==> src/hdl/ecef_pkg.sv <==
`default_nettype none
package ecef_pkg;

	localparam int MAX_ITERATIONS   = 8;
	localparam int MATRIX_FRAC_BITS = 30;
	localparam int CORDIC_STEPS     = 32;
	localparam int LEN_FRAC         = 8;
	localparam int ITER_W           = $clog2(MAX_ITERATIONS);
	localparam int STEP_W           = $clog2(CORDIC_STEPS);
	localparam int OUT_SHIFT        = 60 - MATRIX_FRAC_BITS;
	localparam int TOL_W            = 21;

	typedef logic signed [63:0] s64_t;
	typedef logic signed [33:0] ang_t;
	typedef logic [6:0]         shamt_t;
	typedef logic [5:0]         norm_t;

	localparam s64_t KINV_Q32   = 64'sd2608131496;
	localparam s64_t KINV_START = KINV_Q32 <<< 28;
	localparam s64_t PI4_Q32    = 64'sd3373259426;
	localparam s64_t E2_Q40     = 64'sd7360548640;
	localparam s64_t A_Q8       = 64'sd1632803072000;
	localparam s64_t ONE_Q60    = 64'sd1152921504606846976;
	localparam s64_t THREE_Q60  = 3 * ONE_Q60;
	localparam s64_t INT64_MAX  = 64'sh7FFF_FFFF_FFFF_FFFF;
	localparam s64_t NORM_COARSE = 64'sd1 <<< 50;
	localparam s64_t NORM_FINE   = 64'sd1 <<< 58;
	localparam s64_t OUT_RND    = 64'sd1 <<< (OUT_SHIFT - 1);
	localparam ang_t QUARTER    = 34'sd1073741824;
	localparam ang_t HALF       = 34'sd2147483648;
	localparam logic [TOL_W-1:0] TOL_RESET = 21'd537;

	localparam shamt_t SH_LEN = 7'(32 - LEN_FRAC);
	localparam shamt_t SH_Q32 = 7'd32;
	localparam shamt_t SH_Q40 = 7'd40;
	localparam shamt_t SH_Q60 = 7'd60;
	localparam shamt_t SH_Q61 = 7'd61;

	typedef struct packed {
		logic   start;
		s64_t   a;
		s64_t   b;
		shamt_t sh;
	} mul_req_t;

	typedef struct packed {
		logic done;
		s64_t res;
	} mul_rsp_t;

	typedef struct packed {
		logic start;
		logic rotate;
		s64_t x;
		s64_t y;
		ang_t ang;
	} cor_req_t;

	typedef struct packed {
		logic  done;
		s64_t  x;
		s64_t  y;
		ang_t  ang;
		norm_t sh;
	} cor_rsp_t;

	function automatic logic [29:0] atan_tab(input logic [STEP_W-1:0] i);
		logic [29:0] v;
		case (i)
			5'd0:  v = 30'h20000000;
			5'd1:  v = 30'h12E4051E;
			5'd2:  v = 30'h09FB385B;
			5'd3:  v = 30'h051111D4;
			5'd4:  v = 30'h028B0D43;
			5'd5:  v = 30'h0145D7E1;
			5'd6:  v = 30'h00A2F61E;
			5'd7:  v = 30'h00517C55;
			5'd8:  v = 30'h0028BE53;
			5'd9:  v = 30'h00145F2F;
			5'd10: v = 30'h000A2F98;
			5'd11: v = 30'h000517CC;
			5'd12: v = 30'h00028BE6;
			5'd13: v = 30'h000145F3;
			5'd14: v = 30'h0000A2FA;
			5'd15: v = 30'h0000517D;
			5'd16: v = 30'h000028BE;
			5'd17: v = 30'h0000145F;
			5'd18: v = 30'h00000A30;
			5'd19: v = 30'h00000518;
			5'd20: v = 30'h0000028C;
			5'd21: v = 30'h00000146;
			5'd22: v = 30'h000000A3;
			5'd23: v = 30'h00000051;
			5'd24: v = 30'h00000029;
			5'd25: v = 30'h00000014;
			5'd26: v = 30'h0000000A;
			5'd27: v = 30'h00000005;
			5'd28: v = 30'h00000003;
			5'd29: v = 30'h00000001;
			5'd30: v = 30'h00000001;
			default: v = 30'h00000000;
		endcase
		return v;
	endfunction

	function automatic ang_t clamp_ang(input ang_t v, input ang_t lim);
		ang_t r;
		if (v > lim)
			r = lim;
		else if (v < -lim)
			r = -lim;
		else
			r = v;
		return r;
	endfunction

	// clamp to +-1, round half away from zero to the matrix format, keep low 32 bits
	function automatic logic [31:0] out_q(input s64_t v);
		s64_t c;
		s64_t m;
		s64_t r;
		if (v > ONE_Q60)
			c = ONE_Q60;
		else if (v < -ONE_Q60)
			c = -ONE_Q60;
		else
			c = v;
		m = (c < 0) ? -c : c;
		r = (m + OUT_RND) >>> OUT_SHIFT;
		if (c < 0)
			r = -r;
		return r[31:0];
	endfunction

endpackage
`default_nettype wire

==> src/hdl/ecef_mul.sv <==
`default_nettype none
module ecef_mul import ecef_pkg::*; (
	input  wire      clk,
	input  wire      arst_n,
	input  mul_req_t req,
	output mul_rsp_t rsp
);

	localparam logic [2:0] M_IDLE = 3'd0;
	localparam logic [2:0] M_PP   = 3'd1;
	localparam logic [2:0] M_RND  = 3'd2;
	localparam logic [2:0] M_SHF  = 3'd3;
	localparam logic [2:0] M_DONE = 3'd4;

	logic [2:0]   phase_q;
	logic [1:0]   cnt_q;
	logic [63:0]  ua_q;
	logic [63:0]  ub_q;
	logic         neg_q;
	shamt_t       sh_q;
	logic [127:0] acc_q;
	s64_t         res_q;

	logic [31:0]  pa;
	logic [31:0]  pb;
	logic [63:0]  prod;
	logic [1:0]   sel;
	logic [127:0] addend;
	logic [127:0] rnd;
	logic [127:0] shifted;
	s64_t         mag;

	always_comb begin
		pa   = cnt_q[1] ? ua_q[63:32] : ua_q[31:0];
		pb   = cnt_q[0] ? ub_q[63:32] : ub_q[31:0];
		prod = pa * pb;
		sel  = {1'b0, cnt_q[1]} + {1'b0, cnt_q[0]};
		case (sel)
			2'd0:    addend = {64'd0, prod};
			2'd1:    addend = {32'd0, prod, 32'd0};
			default: addend = {prod, 64'd0};
		endcase
		rnd     = (sh_q == '0) ? 128'd0 : (128'd1 << (sh_q - 7'd1));
		shifted = acc_q >> sh_q;
		mag     = (|shifted[127:63]) ? INT64_MAX : s64_t'({1'b0, shifted[62:0]});
	end

	always_ff @(posedge clk or negedge arst_n) begin
		if (!arst_n) begin
			phase_q <= M_IDLE;
			cnt_q   <= '0;
		end else begin
			case (phase_q)
				M_IDLE: begin
					if (req.start) begin
						ua_q    <= req.a[63] ? 64'(-req.a) : 64'(req.a);
						ub_q    <= req.b[63] ? 64'(-req.b) : 64'(req.b);
						neg_q   <= req.a[63] ^ req.b[63];
						sh_q    <= req.sh;
						acc_q   <= '0;
						cnt_q   <= '0;
						phase_q <= M_PP;
					end
				end
				M_PP: begin
					acc_q <= acc_q + addend;
					cnt_q <= cnt_q + 2'd1;
					if (cnt_q == 2'd3)
						phase_q <= M_RND;
				end
				M_RND: begin
					acc_q   <= acc_q + rnd;
					phase_q <= M_SHF;
				end
				M_SHF: begin
					res_q   <= neg_q ? -mag : mag;
					phase_q <= M_DONE;
				end
				default: phase_q <= M_IDLE;
			endcase
		end
	end

	assign rsp.done = (phase_q == M_DONE);
	assign rsp.res  = res_q;

endmodule
`default_nettype wire

==> config.mk <==
export PLATFORM = sky130hd
export DESIGN_NAME = ecef_mul
export DESIGN_NICKNAME = d
export VERILOG_FILES = /design/src/hdl/ecef_pkg.sv /design/src/hdl/ecef_mul.sv
export SDC_FILE = /design/constraint.sdc
export NUM_CORES = 2
export LEC_CHECK = 0
export BUFFER_PORTS_ARGS = -buffer_cell sky130_fd_sc_hd__buf_4
export CAP_MARGIN = 25
export CORE_MARGIN = 3
export CORE_UTILIZATION = 50
export DETAILED_ROUTE_END_ITERATION = 16
export HOLD_SLACK_MARGIN = 0.12
export MAX_ROUTING_LAYER = met4
export PLACE_DENSITY = 0.66
export SYNTH_ARGS = -nofsm -noshare
export SYNTH_HDL_FRONTEND = slang
export SYNTH_SLANG_ARGS = --single-unit
==> constraint.sdc <==
create_clock -name clk -period 19.96 [get_ports clk]
set_input_delay 3.992 -clock clk [delete_from_list [all_inputs] [get_ports clk]]
set_output_delay 3.992 -clock clk [all_outputs]
set_load 0.01 [all_outputs]
== Word-level counts from Yosys, hierarchy flattened ==
Index checks and enable logic that the tools add are counted.

* Word-level logic and storage cells: 56
* Output and inout bits: 65
* Flip-flop bits (word level): 333
* Input bits: 138

* Reductions and logical operators: 11
* Mux-type cells: 15
* Eq/ne operators: 8
* $mul: 1
* Add/sub/neg operators: 8
* Bitwise operators: 1
* Shifts and indexed selects: 2

{| class="wikitable"
|+ Operators with widths
! operator !! count
|-
| 128-bit case mux with 3 select lines || 1
|-
| 128-bit adder || 2
|-
| 128-bit 2-to-1 mux || 2
|-
| 128-bit case mux with 2 select lines || 1
|-
| 63-bit 2-to-1 mux || 3
|-
| 64-bit negation || 2
|-
| 1-bit by 7-bit left shift with 128-bit output, first input constant || 1
|-
| 128-bit by 7-bit right shift with 128-bit output || 1
|-
| 65-bit OR reduction || 1
|-
| 32-bit by 32-bit multiplier with 64-bit output || 1
|-
| 32-bit 2-to-1 mux || 2
|-
| 64-bit 2-to-1 mux || 1
|-
| 63-bit negation with 64-bit output || 1
|-
| 3-bit case mux with 4 select lines || 1
|-
| 7-bit zero test || 1
|-
| 7-bit by 1-bit subtractor with 7-bit output, second input constant || 1
|-
| 3-bit by 2-bit equality test with 1-bit output, second input constant || 2
|-
| 3-bit 2-to-1 mux || 2
|-
| 2-bit AND reduction || 3
|-
| 3-bit AND reduction || 2
|-
| 2-bit != test, second input constant || 2
|-
| 2-bit case mux with 2 select lines || 1
|-
| 3-bit by 1-bit equality test with 1-bit output, second input constant || 1
|-
| 3-bit equality test, second input constant || 1
|-
| 10 further kinds || 10
|}

== Depth between registers and ports, before layout ==
* Depth in word-level cells: 5
* Depth in mapped cells: 50
* Mapped depth without buffers: 44

== Worst setup path after synthesis ==
OpenSTA, ideal clock, no wires.

* Path kind: input-to-reg
* Start point: input arst_n
* End point: register neg_q, enable pin
* Path buffers: 0
* Library setup time: 1.012 ns
* Stages: 2
* Required time: 18.948 ns
* Data arrival time: 17.939 ns
* Slack: 1.009 ns
* Cells stage by stage: nand2b_1 nor4b_1

* Cells in the longest elaborated chain, start to end: 1

{| class="wikitable"
|+ Ends and longest elaborated chain
! item !! line !! RTL
|-
| start: declaration || ecef_mul.sv:4 || <nowiki>input wire arst_n,</nowiki>
|-
| 3-bit AND reduction (no source line) || - ||
|-
| end signal: assignment || ecef_mul.sv:58 || <nowiki>neg_q <= req.a[63] ^ req.b[63];</nowiki>
|-
| end: declaration || ecef_mul.sv:19 || <nowiki>logic neg_q;</nowiki>
|}

No other way between the ends.
A chain may end at the register's enable or synchronous reset.

== Worst setup path in the final report ==
* Start point: register cnt_q[1]
* End point: register acc_q[116], data pin

* Cells in the longest elaborated chain, start to end: 5
* Elaborated cells on any way between the ends: 8
* Classes of those cells: add/sub: 2; mul: 1; eq/ne: 1; mux: 3; reduce/logical: 1

{| class="wikitable"
|+ Ends and longest elaborated chain
! item !! line !! RTL
|-
| start: declaration || ecef_mul.sv:16 || <nowiki>logic [1:0] cnt_q;</nowiki>
|-
| start signal: assignment || ecef_mul.sv:67 || <nowiki>cnt_q <= cnt_q + 2'd1;</nowiki>
|-
| 32-bit 2-to-1 mux / 1-bit by 1-bit adder with 2-bit output (equally long branches) || ecef_mul.sv:34, ecef_mul.sv:37 ||
|-
| 32-bit by 32-bit multiplier with 64-bit output, or another cell as far along || ecef_mul.sv:36 || <nowiki>prod = pa * pb;</nowiki>
|-
| 128-bit case mux with 2 select lines * || ecef_mul.sv:38 || <nowiki>case (sel)</nowiki>
|-
| 128-bit adder * || ecef_mul.sv:66 || <nowiki>acc_q <= acc_q + addend;</nowiki>
|-
| 128-bit case mux with 3 select lines * || ecef_mul.sv:53 || <nowiki>case (phase_q)</nowiki>
|-
| end signal: assignment || ecef_mul.sv:66 ||
|-
| end signal: assignment || ecef_mul.sv:72 || <nowiki>acc_q <= acc_q + rnd;</nowiki>
|-
| end: declaration || ecef_mul.sv:21 || <nowiki>logic [127:0] acc_q;</nowiki>
|}

Every way passes the cells marked *; elsewhere a longest branch is shown, timed or not.

==> out/qor.csv <==
stage,metric,value,unit
outcome,outcome,finished clean,
sta,final setup fails,0,
die,DIE HEIGHT,382,um
global_route,grt total ovfl,0,
final_layout,P&R area growth vs syn,6.40,%
cts,Max Buffers Root-to-Sink,3,
route,Vias/cell,6.49,
synthesis,Post-synth top flop,edfxtp_1,
cts,CTS tree,yes,
route,post-DR wirelength/cell,30.6,um
synthesis,"EDFF count, synth",328,
final_layout,layout cells sized above 1,11.6,%
die,IO Count,203,
final_layout,Final nets,9189,
cts,# resized after CTS,0,
global_route,Total GRT Usage,41.4,%
route,First DRT Iteration DRCs,6740,
cts,CTS Sinks,333,
die,num rows,137,
cts,clock transition at the registers of the reported paths,0.06,ns
sta,Slew @ Worst Pin,1.18,ns
synthesis,asr flop ratio synth,1.50,%
setup_path,Setup crit end kind,flop,
route,vias,62700,
sta,Max Clock Freq,0.0668,GHz
die,Die Span X,382,um
sta,setup TNS,0,ns
placement,Placer Congestion,1.09,
sta,Slew HR,20.7,%
global_route,largest net degree at the start of global routing,129,
setup_path,CP max stage delay,0.94,ns
route,final WL,296,mm
synthesis,yosys warns,0,
synthesis,syn nets,9257,
sta,final hold vios,0,
die,Initial Util,50.5,%
global_route,initial antenna violation count,6,
worst_hold_path,Worst Hold Class,flop to flop,
synthesis,Avg Inst Size Synth,9.04,sq um
route,Pre-antenna DRT Iters,7,
sta,post-route minimum period,14.97,ns
route,DRC,0,
cts,Skew-Pair Late Insertion Delay,0.68,ns
setup_path,CP Max Fanout,58,
synthesis,"Seq/Total Area, Yosys",14.1,%
synthesis,cell area after synthesis,70700,sq um
placement,port bufs,202,
cts,clock root buffer master,clkbuf_16,
sta,Final Max Tran Viols,0,
setup_path,Worst Setup Start Kind,flop,
sta,RSZ-0062 raised after global routing,false,
sta,worst setup slack after layout,4.99,ns
sta,Final Skew,0.0660,ns
global_route,vias in the first global route,62900,
cts,"Setup Fix Bufs, Post-CTS",0,
placement,post-DP HPWL,241,mm
cts,H-tree levels,2,
synthesis,Synth cell types,115,
flow_run,Max-Cap Viols,0,
route,Final ANT Viol Nets,0,
synthesis,synthesis-stage register bit count,333,
die,Core Area,140000,sq um
setup_path,crit-path most repeated cell,fa_1,
global_route,wire length of the first global-routing pass,432,mm
die,Die Footprint,146000,sq um
cts,total CTS buffers,44,
setup_path,Crit path arrival time,15.37,ns
placement,dpl ws,5.21,ns
setup_path,slowest CP cell,o31ai_1,
cts,cts hold-fix bufs,0,
final_layout,Fillers,13000,
setup_path,CP Class,flop to flop,
synthesis,Post-Syn Instances,7822,
setup_path,Register-to-Register Setup Slack,4.99,ns
sta,Fin Hold WS,0.582,ns
sta,period utilization,75.0,%
setup_path,CP Data Required Time,20.35,ns
final timing paths:
kind                                           start                  endpoint  depth (start not counted)
worst max-delay path            cnt_q[1]$_DFFE_PN0P_  acc_q[116]$_SDFFCE_PP0P_                         40
worst min-delay path            cnt_q[0]$_DFFE_PN0P_      cnt_q[0]$_DFFE_PN0P_                          1
worst max register to register  cnt_q[1]$_DFFE_PN0P_  acc_q[116]$_SDFFCE_PP0P_                         40
worst min register to register  cnt_q[0]$_DFFE_PN0P_      cnt_q[0]$_DFFE_PN0P_                          1
max in group asynchronous                     arst_n      cnt_q[0]$_DFFE_PN0P_                          1
min in group asynchronous                     arst_n      cnt_q[1]$_DFFE_PN0P_                          1
cells in the final DEF, fill, tap and decap left out, drive strengths merged, types with 45 or more instances in the layout:
cell,Yosys,routed
inv,917,920
nand3,107,107
mux2,177,177
a21o,114,114
nor2,992,992
clkbuf,340,50
nor3,82,82
o22ai,90,90
fa,897,897
nand2,871,871
ha,400,400
and2,45,45
o31ai,65,65
nand4,76,76
mux4,212,212
mux2i,230,230
buf,134,359
a22oi,47,47
a21oi,292,292
nand2b,49,49
xnor2,237,237
xor2,98,98
o21ai,311,311
edfxtp,328,328
worst max-delay path, delay by kind of cell, from the launching register on:
| family | cells | cell delay, ns |
|---|---|---|
| muxes | 2 | 0.43 |
| buffers and inverters | 6 | 1.30 |
| DFF | 1 | 0.53 |
| and+or+nand+nor | 6 | 1.03 |
| AOI/OAI and AO/OA | 15 | 5.68 |
| adders and majority gates | 10 | 4.88 |
| xor gates and xnor gates | 1 | 0.78 |
flip-flops by register name, summed over array words and instances, names as in the netlist:
| name | flops |
|---|---|
| acc_q | 128 |
| res_q | 64 |
| ua_q | 64 |
| ub_q | 64 |
| sh_q | 7 |
| phase_q | 3 |
| cnt_q | 2 |
| neg_q | 1 |
synth_stat cells (17+ instances only):
cell type | n | area, sq um
buf_2 | 53 | 265
nor2b_1 | 36 | 225
mux4_2 | 202 | 4550
o21a_1 | 30 | 225
o22ai_1 | 90 | 563
o22a_1 | 17 | 149
o221ai_1 | 34 | 298
buf_4 | 29 | 218
nand2_1 | 871 | 3270
a211oi_1 | 30 | 225
a21oi_1 | 292 | 1460
buf_1 | 25 | 93.8
a31oi_1 | 41 | 257
inv_1 | 916 | 3440
and2_1 | 42 | 263
mux2_2 | 141 | 1590
clkbuf_1 | 340 | 1280
xor2_1 | 98 | 858
or4_1 | 35 | 263
a22oi_1 | 45 | 338
fa_1 | 897 | 18000
and3_1 | 30 | 188
or2_2 | 24 | 150
o21bai_1 | 42 | 315
nor4_1 | 26 | 163
ha_1 | 400 | 5000
o31ai_1 | 63 | 473
xnor2_1 | 237 | 2080
nand3_1 | 107 | 536
nor3_1 | 80 | 400
mux2_1 | 33 | 372
or3_1 | 31 | 194
o41ai_1 | 23 | 201
nor2_1 | 992 | 3720
a21o_1 | 114 | 856
nand4_1 | 76 | 475
o21ai_0 | 297 | 1490
mux2i_1 | 230 | 2300
a221o_1 | 27 | 270
o211ai_1 | 31 | 233
nand2b_1 | 48 | 300
edfxtp_1 | 328 | 9850
logic make-up (layout without fill, tap and decap cells):
family	count (synthesis)	in the layout	share of synthesized area [%]
adders and majority gates	1297	1297	32.5
xor gates and xnor gates	335	335	4.15
DFF	333	333	14.1
and+or+nand+nor	2466	2466	15.2
muxes	619	619	12.9
AOI/OAI and AO/OA	1379	1379	13.1
buffers and inverters	1393	1360	8.05
other	0	4	0
layout make-up:
class	count	area, sq um	area share [%]
tap	1876	2350	3.12
timing repair buffer	360	2730	3.62
sequential	333	9980	13.3
clock buffer	49	1120	1.49
clock inverter	32	307	0.408
antenna	4	10.0	0.0133
multi-input combinational	6096	55300	73.5
inverter	919	3450	4.59
routing by layer:
| layer | wire length [um] | track usage [%] |
|---|---|---|
| met4 | 26800 | 29.6 |
| met3 | 26100 | 7.82 |
| met2 | 137000 | 64.8 |
| met5 | 0 | - |
| met1 | 106000 | 47.9 |
stage by stage:
stage                     area [sq um]  utilization [%]  instances
final                            75200             53.8       9669
after global routing             75200             53.8       9668
after CTS                        75100             53.7       9656
after detailed placement         73700             52.7       9575
after global placement           73700             52.7       9568
after floorplan                  70700                -       7822
Power is left out: the tool's default activity adds up to more than one toggle a clock period on the data nets, which glitch-free logic cannot reach.
